===== src/deqr_pkg.sv =====
// Shared constants, request and status codes for the ring deque.
package deqr_pkg;

   localparam int DEF_CAPACITY   = 16;
   localparam int DEF_DATA_WIDTH = 32;

   localparam int REQ_W  = 3;
   localparam int WORD_W = 32;
   localparam int OCC_W  = 5;
   localparam int STAT_W = 2;

   localparam logic [REQ_W-1:0] REQ_PUSH_FRONT = 3'd0;
   localparam logic [REQ_W-1:0] REQ_PUSH_BACK  = 3'd1;
   localparam logic [REQ_W-1:0] REQ_POP_FRONT  = 3'd2;
   localparam logic [REQ_W-1:0] REQ_POP_BACK   = 3'd3;
   localparam logic [REQ_W-1:0] REQ_PEEK       = 3'd4;

   localparam logic [STAT_W-1:0] STAT_OK    = 2'd0;
   localparam logic [STAT_W-1:0] STAT_FULL  = 2'd1;
   localparam logic [STAT_W-1:0] STAT_EMPTY = 2'd2;

   typedef enum logic [1:0] {
      ST_IDLE = 2'b01,
      ST_READ = 2'b10
   } state_type;

endpackage


===== src/deqr_if.sv =====
// Request and response channel interfaces of the ring deque.
interface deqr_req_if import deqr_pkg::*; ();
   logic              valid;
   logic              ready;
   logic [REQ_W-1:0]  req_type;
   logic [WORD_W-1:0] data_in;

   modport source (output valid, output req_type, output data_in, input ready);
   modport sink   (input valid, input req_type, input data_in, output ready);
endinterface

interface deqr_rsp_if import deqr_pkg::*; ();
   logic              valid;
   logic              ready;
   logic [WORD_W-1:0] front_word;
   logic [WORD_W-1:0] back_word;
   logic [OCC_W-1:0]  occupancy;
   logic              is_empty;
   logic              is_full;
   logic [STAT_W-1:0] status;

   modport source (output valid, output front_word, output back_word, output occupancy,
                   output is_empty, output is_full, output status, input ready);
   modport sink   (input valid, input front_word, input back_word, input occupancy,
                   input is_empty, input is_full, input status, output ready);
endinterface


===== src/double_ended_queue_ring.sv =====
// Double-ended queue over a ring store of CAPACITY words, one response per request.
//
// Each request transaction pushes at the front or back, pops from the front or back,
// or peeks, and returns one response with the front and back words, the occupancy and
// the empty, full and status flags after the operation. Pushes, peeks, rejected
// requests and pops that leave the queue empty are answered from ST_IDLE; any other
// pop passes through ST_READ, as the new end word comes from a registered read of the
// ring store. The front and back words are cached in registers beside the store.
// A response waits in its output register while the next request is held off until
// that register is taken or freed in the same cycle. No clearing pass after reset.
module double_ended_queue_ring import deqr_pkg::*; #(
   parameter int CAPACITY   = DEF_CAPACITY,
   parameter int DATA_WIDTH = DEF_DATA_WIDTH
) (
   input  logic         clock,
   input  logic         reset,
   deqr_req_if.sink     req_ch,
   deqr_rsp_if.source   rsp_ch
);

   localparam int PTR_W = $clog2(CAPACITY);
   localparam int CNT_W = $clog2(CAPACITY + 1);

   logic [DATA_WIDTH-1:0] ring_mem [CAPACITY];

   state_type             state_ff, state_in;
   logic [PTR_W-1:0]      head_ff, head_in;
   logic [PTR_W-1:0]      tail_ff, tail_in;
   logic [CNT_W-1:0]      count_ff, count_in;
   logic                  rsp_valid_ff, rsp_valid_in;
   logic [DATA_WIDTH-1:0] front_ff, front_in;
   logic [DATA_WIDTH-1:0] back_ff, back_in;
   logic [STAT_W-1:0]     status_ff, status_in;
   logic                  read_back_ff, read_back_in;
   logic [DATA_WIDTH-1:0] rd_data_ff;

   logic                  wr_en;
   logic [PTR_W-1:0]      wr_addr;
   logic [PTR_W-1:0]      rd_addr;
   logic [DATA_WIDTH-1:0] word;
   logic                  accept;
   logic                  empty;
   logic                  full;

   function automatic logic [PTR_W-1:0] ptr_inc(input logic [PTR_W-1:0] p);
      return (p == PTR_W'(CAPACITY - 1)) ? '0 : p + 1'b1;
   endfunction

   function automatic logic [PTR_W-1:0] ptr_dec(input logic [PTR_W-1:0] p);
      return (p == '0) ? PTR_W'(CAPACITY - 1) : p - 1'b1;
   endfunction

   assign empty  = (count_ff == '0);
   assign full   = (count_ff == CNT_W'(CAPACITY));
   assign word   = DATA_WIDTH'(64'(req_ch.data_in));
   assign req_ch.ready = (state_ff == ST_IDLE) && (!rsp_valid_ff || rsp_ch.ready);
   assign accept = req_ch.valid && req_ch.ready;

   always_comb begin
      state_in     = state_ff;
      head_in      = head_ff;
      tail_in      = tail_ff;
      count_in     = count_ff;
      rsp_valid_in = rsp_valid_ff && !rsp_ch.ready;
      front_in     = front_ff;
      back_in      = back_ff;
      status_in    = status_ff;
      read_back_in = read_back_ff;
      wr_en        = 1'b0;
      wr_addr      = head_ff;
      rd_addr      = head_ff;
      case (state_ff)
         ST_IDLE: begin
            if (accept) begin
               status_in    = STAT_OK;
               rsp_valid_in = 1'b1;
               case (req_ch.req_type)
                  REQ_PUSH_FRONT: begin
                     if (full) begin
                        status_in = STAT_FULL;
                     end else begin
                        head_in  = ptr_dec(head_ff);
                        wr_en    = 1'b1;
                        wr_addr  = head_in;
                        front_in = word;
                        if (empty) begin
                           back_in = word;
                        end
                        count_in = count_ff + 1'b1;
                     end
                  end
                  REQ_PUSH_BACK: begin
                     if (full) begin
                        status_in = STAT_FULL;
                     end else begin
                        tail_in = ptr_inc(tail_ff);
                        wr_en   = 1'b1;
                        wr_addr = tail_in;
                        back_in = word;
                        if (empty) begin
                           front_in = word;
                        end
                        count_in = count_ff + 1'b1;
                     end
                  end
                  REQ_POP_FRONT: begin
                     if (empty) begin
                        status_in = STAT_EMPTY;
                     end else begin
                        head_in  = ptr_inc(head_ff);
                        rd_addr  = head_in;
                        count_in = count_ff - 1'b1;
                        if (count_ff != CNT_W'(1)) begin
                           read_back_in = 1'b0;
                           rsp_valid_in = 1'b0;
                           state_in     = ST_READ;
                        end
                     end
                  end
                  REQ_POP_BACK: begin
                     if (empty) begin
                        status_in = STAT_EMPTY;
                     end else begin
                        tail_in  = ptr_dec(tail_ff);
                        rd_addr  = tail_in;
                        count_in = count_ff - 1'b1;
                        if (count_ff != CNT_W'(1)) begin
                           read_back_in = 1'b1;
                           rsp_valid_in = 1'b0;
                           state_in     = ST_READ;
                        end
                     end
                  end
                  default: begin
                  end
               endcase
            end
         end
         ST_READ: begin
            if (read_back_ff) begin
               back_in = rd_data_ff;
            end else begin
               front_in = rd_data_ff;
            end
            rsp_valid_in = 1'b1;
            state_in     = ST_IDLE;
         end
         default: begin
            state_in = ST_IDLE;
         end
      endcase
   end

   always_ff @(posedge clock) begin
      if (wr_en) begin
         ring_mem[wr_addr] <= word;
      end
      rd_data_ff <= ring_mem[rd_addr];
   end

   always_ff @(posedge clock) begin
      if (reset) begin
         state_ff     <= ST_IDLE;
         head_ff      <= '0;
         tail_ff      <= PTR_W'(CAPACITY - 1);
         count_ff     <= '0;
         rsp_valid_ff <= 1'b0;
      end else begin
         state_ff     <= state_in;
         head_ff      <= head_in;
         tail_ff      <= tail_in;
         count_ff     <= count_in;
         rsp_valid_ff <= rsp_valid_in;
      end
   end

   always_ff @(posedge clock) begin
      front_ff     <= front_in;
      back_ff      <= back_in;
      status_ff    <= status_in;
      read_back_ff <= read_back_in;
   end

   assign rsp_ch.valid      = rsp_valid_ff;
   assign rsp_ch.front_word = empty ? '0 : WORD_W'(64'(front_ff));
   assign rsp_ch.back_word  = empty ? '0 : WORD_W'(64'(back_ff));
   assign rsp_ch.occupancy  = OCC_W'(count_ff);
   assign rsp_ch.is_empty   = empty;
   assign rsp_ch.is_full    = full;
   assign rsp_ch.status     = status_ff;

endmodule


===== src/flat_wrapper.sv =====
// flat-port wrapper written by rule: the top's interface ports become plain ports
module double_ended_queue_ring_flat import deqr_pkg::*;
#(
   parameter int CAPACITY   = DEF_CAPACITY,
   parameter int DATA_WIDTH = DEF_DATA_WIDTH
)
  (clock, reset, req_ch_valid, req_ch_req_type, req_ch_data_in, req_ch_ready, rsp_ch_valid, rsp_ch_front_word, rsp_ch_back_word, rsp_ch_occupancy, rsp_ch_is_empty, rsp_ch_is_full, rsp_ch_status, rsp_ch_ready);
  deqr_req_if req_ch_i ();
  deqr_rsp_if rsp_ch_i ();
  input  logic clock;
  input  logic reset;
  input wire logic [$bits(req_ch_i.valid)-1:0] req_ch_valid;
  input wire logic [$bits(req_ch_i.req_type)-1:0] req_ch_req_type;
  input wire logic [$bits(req_ch_i.data_in)-1:0] req_ch_data_in;
  output wire logic [$bits(req_ch_i.ready)-1:0] req_ch_ready;
  output wire logic [$bits(rsp_ch_i.valid)-1:0] rsp_ch_valid;
  output wire logic [$bits(rsp_ch_i.front_word)-1:0] rsp_ch_front_word;
  output wire logic [$bits(rsp_ch_i.back_word)-1:0] rsp_ch_back_word;
  output wire logic [$bits(rsp_ch_i.occupancy)-1:0] rsp_ch_occupancy;
  output wire logic [$bits(rsp_ch_i.is_empty)-1:0] rsp_ch_is_empty;
  output wire logic [$bits(rsp_ch_i.is_full)-1:0] rsp_ch_is_full;
  output wire logic [$bits(rsp_ch_i.status)-1:0] rsp_ch_status;
  input wire logic [$bits(rsp_ch_i.ready)-1:0] rsp_ch_ready;
  assign req_ch_i.valid = req_ch_valid;
  assign req_ch_i.req_type = req_ch_req_type;
  assign req_ch_i.data_in = req_ch_data_in;
  assign req_ch_ready = req_ch_i.ready;
  assign rsp_ch_valid = rsp_ch_i.valid;
  assign rsp_ch_front_word = rsp_ch_i.front_word;
  assign rsp_ch_back_word = rsp_ch_i.back_word;
  assign rsp_ch_occupancy = rsp_ch_i.occupancy;
  assign rsp_ch_is_empty = rsp_ch_i.is_empty;
  assign rsp_ch_is_full = rsp_ch_i.is_full;
  assign rsp_ch_status = rsp_ch_i.status;
  assign rsp_ch_i.ready = rsp_ch_ready;
  double_ended_queue_ring #(.CAPACITY(CAPACITY), .DATA_WIDTH(DATA_WIDTH)) u_core (.clock(clock), .reset(reset), .req_ch(req_ch_i), .rsp_ch(rsp_ch_i));
endmodule

===== config.mk =====
export PLATFORM = sky130hd
export DESIGN_NAME = double_ended_queue_ring_flat
export DESIGN_NICKNAME = d
export VERILOG_FILES = /design/src/deqr_pkg.sv /design/src/deqr_if.sv /design/src/double_ended_queue_ring.sv /design/src/flat_wrapper.sv
export SDC_FILE = /design/constraint.sdc
export NUM_CORES = 1
export LEC_CHECK = 0
export ABC_AREA = 1
export BUFFER_PORTS_ARGS = -buffer_cell sky130_fd_sc_hd__buf_2
export CORE_UTILIZATION = 66
export CTS_CLUSTER_SIZE = 24
export DETAILED_ROUTE_END_ITERATION = 12
export PLACE_DENSITY = 0.89
export SYNTH_ARGS = -nofsm -noshare
export SYNTH_HDL_FRONTEND = slang
export SYNTH_SLANG_ARGS = --single-unit

===== constraint.sdc =====
create_clock -name clock -period 11.2 [get_ports clock]
set_clock_uncertainty 0.1 [all_clocks]
set_input_delay 0 -clock clock [delete_from_list [all_inputs] [get_ports clock]]
set_output_delay 0 -clock clock [all_outputs]
set_load 0.1 [all_outputs]

# ---- After elaboration in Yosys (flattened, before gate mapping)
# Memory sizes are Yosys's and may differ from the RTL's. A register that Yosys moved wholly into a read port is not among the register bits.
# Index checks and enable logic that the tools add are counted.
dict set report op_classes {
  addsub 6
  n_eq_ne 24
  mux 53
  n_bitwise 2
  n_reduce_logical 26
}
# operator n
set ops {}
lappend ops {{32-bit two-way mux} 9}
lappend ops {{32-bit one-hot mux with 2 select lines} 4}
lappend ops {{4-bit two-way mux} 14}
lappend ops {{4-bit one-hot mux with 2 select lines} 4}
lappend ops {{7-bit AND reduction} 3}
lappend ops {{1-bit two-way mux} 15}
lappend ops {{2-bit inequality test, second input constant} 6}
lappend ops {{5-bit two-way mux} 2}
lappend ops {{5-bit one-hot mux with 2 select lines} 1}
lappend ops {{5-bit AND reduction} 2}
lappend ops {{2-bit nonzero test} 5}
lappend ops {{3-bit inequality test, second input constant} 3}
lappend ops {{4-bit by 1-bit adder with 4-bit output, second input constant} 2}
lappend ops {{4-bit equality test, second input constant} 2}
lappend ops {{4-bit logical NOT} 2}
lappend ops {{2-bit by 1-bit inequality test with 1-bit output, second input constant} 4}
lappend ops {{4-bit by 1-bit subtractor with 4-bit output, second input constant} 2}
lappend ops {{3-bit by 2-bit equality test with 1-bit output, second input constant} 2}
lappend ops {{3-bit by 2-bit inequality test with 1-bit output, second input constant} 2}
lappend ops {{2-bit OR reduction} 3}
lappend ops {{5-bit by 1-bit adder with 5-bit output, second input constant} 1}
lappend ops {{5-bit equality test, second input constant} 1}
lappend ops {{5-bit logical NOT} 1}
lappend ops {{5-bit by 1-bit inequality test with 1-bit output, second input constant} 1}
lappend ops {{other kinds (15)} 20}
dict set report word_totals {
  reg_bits 83
  ram_bits 512
  wordCells 121
  memories 1
}
# name words word_bits read_ports rd_clocked_by_memory_dff write_ports line_no
set mem_list {}
lappend mem_list {u_core.ring_mem 16 32 1 1 1 double_ended_queue_ring.sv:24} ;# logic [DATA_WIDTH-1:0] ring_mem [CAPACITY];

# ---- Longest topological paths before layout
dict set report depth {
  word_depth 8
  ltp_mapped 15
  ltp_nobuf 13
}

# ---- Worst setup path before layout
# Ideal clock, no wire load.
dict set report synth_timing {
  path_type {reg-to-reg}
  startpoint {register u_core.count_ff[0], in the netlist u_core.rsp_ch.occupancy[0]}
  endpoint {register u_core.front_ff[0] (enable)}
  t_arrival_ns 5.427
  slack_ns 5.199
  stages_incl_launch_ff 8
  synth_period_minus_slack_ns 6.001
  cell_sequence {dfxtp_1 -> inv_1 -> ha_1 -> nand3_2 -> clkinv_1 -> nor2_1 -> o21ai_0 -> a221oi_1}
}
dict set report synth_via {
  elab_chain_cells 3
  elab_cells_between_ends 6
  cone_classes {eq/ne: 4; reduce/logical: 2}
}
# element line_no
set synth_rtl {}
lappend synth_rtl {{start, declared} double_ended_queue_ring.sv:29} ;# logic [CNT_W-1:0] count_ff, count_in;
lappend synth_rtl {{start signal, assigned} double_ended_queue_ring.sv:172} ;# count_ff <= count_in;
lappend synth_rtl {{5-bit equality test *} double_ended_queue_ring.sv:54} ;# assign full = (count_ff == CNT_W'(CAPACITY));
lappend synth_rtl {{net rsp_ch_is_full} flat_wrapper.sv:21} ;# output wire logic [$bits(rsp_ch_i.is_full)-1:0] rsp_ch_is_full;
lappend synth_rtl {{3-bit inequality test (no source line)} n/a}
lappend synth_rtl {{7-bit AND reduction (no source line) *} n/a}
lappend synth_rtl {{end signal, assigned} double_ended_queue_ring.sv:178} ;# front_ff <= front_in;
lappend synth_rtl {{end, declared} double_ended_queue_ring.sv:31} ;# logic [DATA_WIDTH-1:0] front_ff, front_in;
# The timed path passes the listed nets; every way through them passes the cells marked *.
# A chain may end at the register's enable or synchronous reset.

# ---- Worst setup path in the final report
dict set report layout_timing {
  startpoint {register u_core.count_ff[0], in the netlist u_core.rsp_ch.occupancy[0]}
  endpoint {register u_core.rd_data_ff[23], read port of u_core.ring_mem}
}
dict set report layout_via {
  elab_chain_cells 5
  elab_cells_between_ends 6
  cone_classes {mux: 5; reduce/logical: 1}
}
# element line_no
set layout_rtl {}
lappend layout_rtl {{5-bit logical NOT *} double_ended_queue_ring.sv:53} ;# assign empty = (count_ff == '0);
lappend layout_rtl {{4-bit two-way mux (on tied branches)} n/a}
lappend layout_rtl {{4-bit one-hot mux with 2 select lines *} double_ended_queue_ring.sv:77} ;# case (req_ch.req_type)
lappend layout_rtl {{4-bit two-way mux *} double_ended_queue_ring.sv:74} ;# if (accept) begin
lappend layout_rtl {{4-bit two-way mux *} double_ended_queue_ring.sv:72} ;# case (state_ff)
lappend layout_rtl {{end, declared} double_ended_queue_ring.sv:35} ;# logic [DATA_WIDTH-1:0] rd_data_ff;
# Mark *: on every way between the ends. The rest lies on a longest branch, timed or not.

==> metrics.md <==
| Metric | Value |
|---|---|
| Status | complete, no violations |
| Mux contribution to synthesized area | 0 |
| Crit-path max cell delay | 1.02 ns |
| P&R area growth vs syn | 11.8% |
| Post-DP HPWL | 34800 µm |
| Layout cell share with drive strength beyond 1 | 0.0969 |
| Hold_buf cts | 41 |
| Vias per std cell | ~6.2 |
| Unrepaired setup endpoints after global routing | no |
| Largest net degree at the start of global routing | 258 |
| Placed inst area | 28000 µm² |
| Relative slew slack | 0.0519 |
| Die Y | 204 µm |
| Peak Freq | approximately 200 MHz |
| Post-CTS sizing | 0 |
| Critical path class | reg -> reg |
| Post-synthesis cell count | 2569 |
| Antenna violations before repair | 5 |
| Most used DFF post-synth | edfxtp_1 |
| Area leader, netlist | edfxtp_1 |
| Synth top area cells | edfxtp_1 64%, nand2_1 11%, nand3_1 9.8% |
| Crit-path most repeated cell | nand3_1 |
| Setup crit start kind | flip-flop |
| Hold_sp | req_ch_data_in[21] |
| Synth warn | 0 |
| # rows | 73 |
| Die area | about 42000 µm² |
| Global-route wire length before repair | approximately 110000 µm |
| Drt pass-1 iters | 6 |
| Layout Utilization | 0.754 |
| Top Family by Delay on Critical Path | buffers and inverters |
| Top-count cell post-synth | nand2_1 |
| Adder-cell share of the synthesized area | 0.00463 |
| Worst skew pair latency | approximately 0.61 ns |
| Num CTS Buffers | 56 |
| Post-route insts no fill | roughly 3200 |
| Number of global-route vias before repair | between 15000 and 20000 |
| Critical Path Fanout Max | between 100 and 150 |
| Final setup viols | 0 |
| Core area | about 40000 µm² |
| Die W | 204 µm |
| Clock root buffer | clkbuf_16 |
| WHS | roughly 0.23 ns |
| Fin crit period | 4.93 ns |
| Fillcell total | about 2200 |
| Cells after DPL | slightly above 3000 |
| Critical R2R Launch | u_core.rsp_ch.occupancy[0]$_SDFFE_PP0P_ |
| Top cells by count, synth | 757 x nand2_1, 579 x edfxtp_1, 532 x nand3_1 |
| Port Buffer Count | between 100 and 150 |
| Period utilization | 0.440 |
| Maximum vdd ir drop | approximately 110 µV |
| Critical Path RT | around 12 ns |
| Final max-slew violation count | 0 |
| Post-CTS setup buffers | 0 |
| Synthesized Nets | around 2600 |
| DRC | 0 |
| Starting Density | 0.674 |
| Library cells used by synthesis | 37 |
| Critical Path End Type | flip-flop |
| Largest family of logic cells by synthesized area | simple AND/OR/NAND/NOR gates |
| Power per Cell Area | approximately 180 nW/µm² |
| Post-synth EDFFs | ~580 |
| Pleak | approximately 13 nW |
| Hold Crit Class | in -> reg |
| Post-synthesis sequential area ratio | 0.679 |
| Fraction of registers with async set/reset | 0 |
| Max cap viols | 0 |
| Crit-path slowest cell | buf_4 |
| GRT overflow | 0 |
| WP data arrival | between 5 and 6 ns |
| Final hold viol count | 0 |
| Final WL | about 70000 µm |
| Synth Area in XOR/XNOR | 0.000648 |
| Post-Syn Area | between 20000 and 30000 µm² |
| Synth Area in Simple Gates | 0.232 |
| Post-Syn Area per Cell | approximately 11 µm² |
| Bufs and invs on worst path | 4 |
| Clk sinks | ~630 |
| H-tree Lvls | 2 |
| Worst-path cell chain | inv_1 -> ha_1 -> nand3_2 -> buf_4 -> nor2_1 -> nor2_1 -> nand3_4 -> buf_4 -> buf_4 -> nand3_1 -> nand3_1 -> nand3_1 -> nand3_1 -> nand2_1 |
| CTS tree | done |
| WL per Instance | between 20 and 25 µm |
| Total GRT Usage | 0.335 |
| Clock Pin Slew Worst Setup and Hold Paths | 0.07 ns |
| Seq cells post-synth | approximately 630 |
| CTS max path bufs | 3 |
| Vias | 20100 |
| CP Launch Point | u_core.rsp_ch.occupancy[0]$_SDFFE_PP0P_ |
| Final net count | 2716 |
| Post-route cell area | just over 30000 µm² |
| Share of the synthesized area in the top cell type | 0.643 |
| RD Place Congestion | approximately 0.90 |
| Post-synthesis compound-gate area fraction | 0.0151 |
| Ports | between 100 and 150 |
| Post-DRT Antenna Nets | 0 |
| Worst-margin pin slew | 1.42 ns |
| DRT iter0 DRCs | between 3000 and 4000 |
| Total negative slack | 0 ns |
[layout make-up]
cell class	count	area, µm²	area share
Antenna cell	2	5.00	0.000166
Clock buffer	83	1630	0.0538
Clock inverter	21	186	0.00617
Inverter	302	1130	0.0375
Multi-Input combinational cell	1493	7030	0.233
Sequential cell	627	18300	0.607
Tap cell	525	657	0.0217
Timing Repair Buffer	187	1250	0.0413
[per-layer routing]
metal / track usage / share of wire
met5: 0 / 0.00054
met4: 0.175 / 0.048
met3: 0.0748 / 0.13
met2: 0.551 / 0.48
met1: 0.416 / 0.34
[report_power, final]
group / internal, mW / switching (mW) / total, mW
Combinational: 0.170 / 0.670 / 0.840
Clock: 1.07 / 0.826 / 1.90
Sequential: 2.64 / 0.0258 / 2.66
Total: 3.88 / 1.52 / 5.40
[stage by stage]
step,power [mW],worst slack [ns]
floorplan,3.32,5.20
global placement,3.48,6.82
detailed placement,3.51,6.54
CTS,5.38,6.45
global route,5.54,6.09
finish,5.40,6.27
[flip-flops by register name (all words and copies together), names as in the netlist, 4 cells and up]
register and count:
u_core.head_ff 4, u_core.front_ff 32, u_core.back_ff 32, u_core.rsp_ch.occupancy 5, u_core.tail_ff 4, u_core.rd_data_ff 32
u_core.ring_mem 512
[cell families after synthesis]
family                   after synthesis
buffers and inverters                449
XOR/XNOR                               2
adder cells (fa/ha/maj)               10
AO/OA/AOI/OAI                         70
AND/OR/NAND/NOR                     1411
flip-flops                           627
[worst register-to-register path, cell delays in order (launching register included)]
cell     delay, ns
dfxtp_1       0.37
inv_1         0.17
ha_1          0.23
nand3_2       0.10
buf_4         0.35
nor2_1        0.22
nor2_1        0.09
nand3_4       0.57
buf_4         1.09
buf_4         0.77
nand3_1       0.28
nand3_1       0.19
nand3_1       0.10
nand3_1       0.13
nand2_1       0.07
[placed cells by master (no fill, tap or decap), drive strengths merged, types with 3 or more instances in the layout]
| master | instances |
|---|---|
| o211ai | 7 |
| nand3 | 534 |
| dlygate4sd3 | 41 |
| a21oi | 15 |
| ha | 10 |
| nand2 | 758 |
| nand3b | 64 |
| nor2 | 47 |
| bufinv | 3 |
| clkinv | 20 |
| o21ai | 38 |
| clkbuf | 83 |
| buf | 146 |
| a31oi | 4 |
| edfxtp | 579 |
| inv | 299 |
| dfxtp | 48 |
[final timing paths]
kind	endpoint	slack [ns]	depth (start not counted)
min reg2reg	u_core.state_ff[1]$_SDFFE_PP0P_	0.43	1
max	u_core.rd_data_ff[23]$_DFF_P_	6.27	14
max reg2reg	u_core.rd_data_ff[23]$_DFF_P_	6.27	14
min	u_core.ring_mem[4][21]$_DFFE_PP_	0.23	2
Power figures use the tool's default switching activity.
